## src/rtl/wbb_divider.sv

```systemverilog
// Restoring divider for the four channel sums; one quotient bit per cycle.
// Depends on nothing but its ports.
module wbb_divider #(
  parameter int NW = 28,
  parameter int DW = 24
) (
  input  logic          clk,
  input  logic          rst,
  input  logic          start,
  input  logic [NW-1:0] numer,
  input  logic [DW-1:0] denom,
  output logic          done,
  output logic [NW-1:0] quot
);
  localparam int CW = $clog2(NW + 1);
  logic [NW-1:0] rem;
  logic [NW-1:0] q;
  logic [CW-1:0] cnt;
  logic          busy;
  logic [NW:0]   trial;

  assign trial = {rem[NW-1:0], q[NW-1]};
  assign quot  = q;

  always_ff @(posedge clk) begin
    if (rst) begin
      busy <= 1'b0;
      done <= 1'b0;
    end else begin
      done <= 1'b0;
      if (start) begin
        busy <= 1'b1;
        cnt  <= CW'(NW);
        rem  <= '0;
        q    <= numer;
      end else if (busy) begin
        if (trial >= (NW+1)'(denom)) begin
          rem <= NW'(trial - (NW+1)'(denom));
          q   <= {q[NW-2:0], 1'b1};
        end else begin
          rem <= trial[NW-1:0];
          q   <= {q[NW-2:0], 1'b0};
        end
        cnt <= cnt - 1'b1;
        if (cnt == CW'(1)) begin
          busy <= 1'b0;
          done <= 1'b1;
        end
      end
    end
  end
endmodule

```

## config.mk

```make
export PLATFORM = sky130hd
export DESIGN_NAME = wbb_divider
export DESIGN_NICKNAME = d
export VERILOG_FILES = /design/src/rtl/wbb_divider.sv
export SDC_FILE = /design/constraint.sdc
export NUM_CORES = 1
export LEC_CHECK = 0
export ABC_AREA = 1
export BUFFER_PORTS_ARGS = -buffer_cell sky130_fd_sc_hd__clkbuf_2
export CAP_MARGIN = 20
export CORE_MARGIN = 4
export CORE_UTILIZATION = 45
export DETAILED_ROUTE_END_ITERATION = 8
export PLACE_DENSITY_LB_ADDON = 0.1
export SYNTH_ARGS = -nofsm -noshare
export SYNTH_HDL_FRONTEND = slang
export SYNTH_SLANG_ARGS = --single-unit
```

## constraint.sdc

```tcl
create_clock -name clk -period 6.5 [get_ports clk]
set_input_delay 1.3 -clock clk [delete_from_list [all_inputs] [get_ports clk]]
set_output_delay 1.3 -clock clk [all_outputs]
set_load 0.03 [all_outputs]
```

==> summary by stage <==
STA
The final cycle utilization of the critical path is 51.8%. The relative max-transition margin is 46.6%. The maximum clock rate is 0.297 GHz. Hold is met by 508 ps. The final number of max-transition violations is 0. The worst-case clock skew is 4.42 ps.

For the finished layout, the period the worst path requires is 3360 ps. Setup violations remaining at the end of the flow were counted as 0. Setup repair after global routing left no endpoint under its margin. The number of hold violations in the final report is 0.

Adding up every negative setup slack in the final design gives 0 ps. The worst-margin pin slew is 800 ps.

Placed design
The final HPWL from detailed placement is 10200 um. The weighted congestion at the end of routability-driven global placement is 0.938. Input and output buffers added on the ports amount to 83.

GRT
The number of antenna violations at the first check in global routing is 0. The first-pass GRT wire length is 21500 um. The global-route usage over all layers is 20.7%. The via count of the first global-routing pass is 4515. The largest net degree at the start of global routing is 52.

For this run, global-route usage on met1 was measured as 30.3%. Global routing consumed, on the met2 layer, 31.2% of the routing resources. The met3 layer usage reported by global route is 4.18%. The final global-route overflow total is 0. After global routing, the most crowded layer is met2.

Synthesis
After synthesis the netlist holds a flip-flop and latch count of 63. The synthesized area is 5080 um^2. By area, the combinational part of the netlist is dominated by simple AND/OR/NAND/NOR gates. After synthesis, the mean cell area works out to 6.72 um^2. Yosys attributes the largest share of cell area to sky130_fd_sc_hd__edfxtp_1 (36%), sky130_fd_sc_hd__nand2_1 (24%), sky130_fd_sc_hd__inv_1 (9.5%). Of the post-synthesis cell area, the part taken by muxes is 0%.

The share of synthesized flip-flops with an asynchronous set or reset is 0%. Among all cell types in the netlist, the one instantiated most often is sky130_fd_sc_hd__nand2_1. The cell count after synthesis came out at 755.

The synthesis warning total is 0. The synthesized design spends more area on one cell type than any other, namely sky130_fd_sc_hd__edfxtp_1. The synthesized-area fraction occupied by ao, oa, aoi and oai cells is 2.24%.

Yosys mapped a number of flops with a built-in enable equal to 61. The adder and majority cell fraction of the synthesized area is 6.80%. The commonest register cell after synthesis is sky130_fd_sc_hd__edfxtp_1. The net count after synthesis is 837. The parity-gate share of the synthesized area counting xor and xnor cells is 1.72%.

The share of synthesized cell area in and, or, nand and nor gates is 40.7%. The number of distinct library cells after synthesis is 31. Sequential elements use 36.9% of the synthesized area. The proportion of netlist area held by the largest area contributor is 36.1%. Ranked by instance count, the synthesized netlist is headed by sky130_fd_sc_hd__nand2_1 (321), sky130_fd_sc_hd__inv_1 (128), sky130_fd_sc_hd__nor2_1 (86).

Worst setup path
The critical path capture point type is a flop. The startpoint type of the worst setup path is an input pin. The worst-path maximum fanout is 48. The type of the worst setup path is in2reg. STA puts the critical path data arrival time at 3320 ps.

The required time of the critical path is 6460 ps.

Detailed routing
The routed wire length is 13200 um. The post-detailed-route DRC marker count is 0. After detailed routing, the average wire length per cell comes to 13.4 um. The first TritonRoute pass finished after 6 iterations.

In the routed layout, each cell is associated on average with a via count of 4.77. The final route contains 4682 vias. The antenna violation net count after detailed routing is 0. After the first detailed-routing iteration, the DRC count stood at 309.

Floorplan
The core footprint is 10900 um^2. The horizontal extent of the die is 114 um. The starting utilization of the core area is 46.4%. The die covers 13000 um^2. The initialized floorplan defines 38 standard-cell rows. In this run the vertical extent of the chip is 114 um. The number of ports placed on the die boundary is 84.

Layout
The number of diodes is 0. Of the cells placed in the final design, the portion with a size suffix greater than 1 is 14.6%. The net count of the finished layout is 919. The area growth from synthesis to layout is 15.8%.

The count of fill cells added during filler insertion is 1097.

Clock tree
The depth of the CTS H-tree is 3. The total of cells resized after clock tree synthesis is 0. After clock tree synthesis, the clock-pin slew on the worst setup and hold paths is 50 ps. The number of clock buffers added by TritonCTS is 9. The cell at the root of the clock tree is sky130_fd_sc_hd__clkbuf_16. The clock insertion delay at the later pin of the skew report is 320 ps. The number of hold buffers added after CTS is 0. The TritonCTS clock tree is yes. The post-CTS repair timing setup buffer count is 0. The largest buffer count on any clock path is 2.

The total number of clock tree sinks is 63.

Min path
The worst min-delay path class is reg2reg.

Status
The flow ran to the end, and the final reports show no timing, DRC or antenna violations.

Job
Max-cap violations in this run came to 0.

Power
The maximum vdd ir drop is 0.161 mV. In this run the power density over the cells is 232 nW/um^2. Summed over all cells, the static leakage comes to 3.25 nW.
-- cells by family (layout without fill, tap and decap cells) --
| group | after synthesis | count (layout) |
|---|---|---|
| buffers and inverters | 146 | 233 |
| adder cells (fa/ha/maj) | 27 | 27 |
| XOR/XNOR | 10 | 10 |
| AO/OA/AOI/OAI | 22 | 22 |
| AND/OR/NAND/NOR | 487 | 487 |
| flip-flops | 63 | 63 |
-- final timing paths --
kind                start       to  slack [ps]  depth (start not counted)
setup reg to reg  rem[14]  rem[18]        3940                         10
hold reg to reg      busy     done         510                          2
setup / recovery    start  rem[21]        3140                          4
hold / removal       busy     done         510                          2
-- area by class of cell --
| type | count | area [um^2] | area share (%) |
|---|---|---|---|
| Multi-Input combinational cell | 546 | 2620 | 44.6 |
| Timing Repair Buffer | 85 | 430 | 7.32 |
| Clock inverter | 7 | 53.8 | 0.915 |
| Inverter | 132 | 500 | 8.51 |
| Clock buffer | 9 | 225 | 3.83 |
| Tap cell | 140 | 175 | 2.98 |
| Sequential cell | 63 | 1870 | 31.8 |
-- sequential cells by signal, indices dropped and copies added, names as in the netlist --
register / flops
cnt: 5
quot: 28
busy: 1
done: 1
rem: 28
-- layout by cell type, fill, tap and decap left out --
master,Yosys,routed
sky130_fd_sc_hd__a21oi_1,18,17
sky130_fd_sc_hd__fa_1,1,1
sky130_fd_sc_hd__nand2_4,1,1
sky130_fd_sc_hd__inv_1,128,128
sky130_fd_sc_hd__inv_6,1,1
sky130_fd_sc_hd__clkbuf_16,0,9
sky130_fd_sc_hd__nor3_1,3,3
sky130_fd_sc_hd__nand3b_1,23,23
sky130_fd_sc_hd__nor2_8,1,1
sky130_fd_sc_hd__buf_4,0,2
sky130_fd_sc_hd__clkbuf_2,0,83
sky130_fd_sc_hd__edfxtp_1,61,61
sky130_fd_sc_hd__a21oi_4,0,1
sky130_fd_sc_hd__nand2_8,1,1
sky130_fd_sc_hd__nor2_4,1,1
sky130_fd_sc_hd__nor2_1,86,86
sky130_fd_sc_hd__inv_2,2,2
sky130_fd_sc_hd__or2_1,1,1
sky130_fd_sc_hd__nor3_2,1,1
sky130_fd_sc_hd__xor2_1,10,10
sky130_fd_sc_hd__nand2_2,5,5
sky130_fd_sc_hd__clkinv_2,0,1
sky130_fd_sc_hd__dfxtp_1,2,2
sky130_fd_sc_hd__nand2_1,321,321
sky130_fd_sc_hd__nand4_1,5,5
sky130_fd_sc_hd__nand3_1,24,24
sky130_fd_sc_hd__o21ai_0,3,3
sky130_fd_sc_hd__bufinv_16,0,1
sky130_fd_sc_hd__and2_1,2,2
sky130_fd_sc_hd__ha_1,26,26
sky130_fd_sc_hd__clkinv_1,1,6
sky130_fd_sc_hd__nor2_2,12,12
sky130_fd_sc_hd__o21ai_2,1,1
-- where the power goes --
part | leakage (nW) | internal, mW | switching (mW)
registers | 0.606 | 0.492 | 0.0214
logic | 2.51 | 0.137 | 0.265
clock network | 0.137 | 0.289 | 0.161
total | 3.25 | 0.918 | 0.448
-- layer usage --
layer	wire, um	up-vias
li1	-	2466
met1	6500	2037
met2	5580	162
met3	835	17
met4	232	0
met5	0	-
-- critical path, stage by stage --
cell and delay [ps]:
sky130_fd_sc_hd__clkbuf_2 600, sky130_fd_sc_hd__clkinv_1 290, sky130_fd_sc_hd__a21oi_4 460, sky130_fd_sc_hd__buf_4 600
-- through the flow --
| step | util, % | worst slack, ps | cells | instance area (um^2) | total power [mW] |
|---|---|---|---|---|---|
| finish | 53.8 | 3140 | 982 | 5880 | 1.37 |
| global route | 53.8 | 2950 | 982 | 5880 | 1.45 |
| CTS | 53.8 | 3140 | 982 | 5880 | 1.38 |
| detailed placement | 51.2 | 2780 | 966 | 5600 | 0.920 |
| global placement | 51.2 | 2830 | 966 | 5600 | 0.917 |
| floorplan | - | 1580 | 755 | 5080 | 0.810 |
Note: power is estimated with default switching activity, not from simulation.
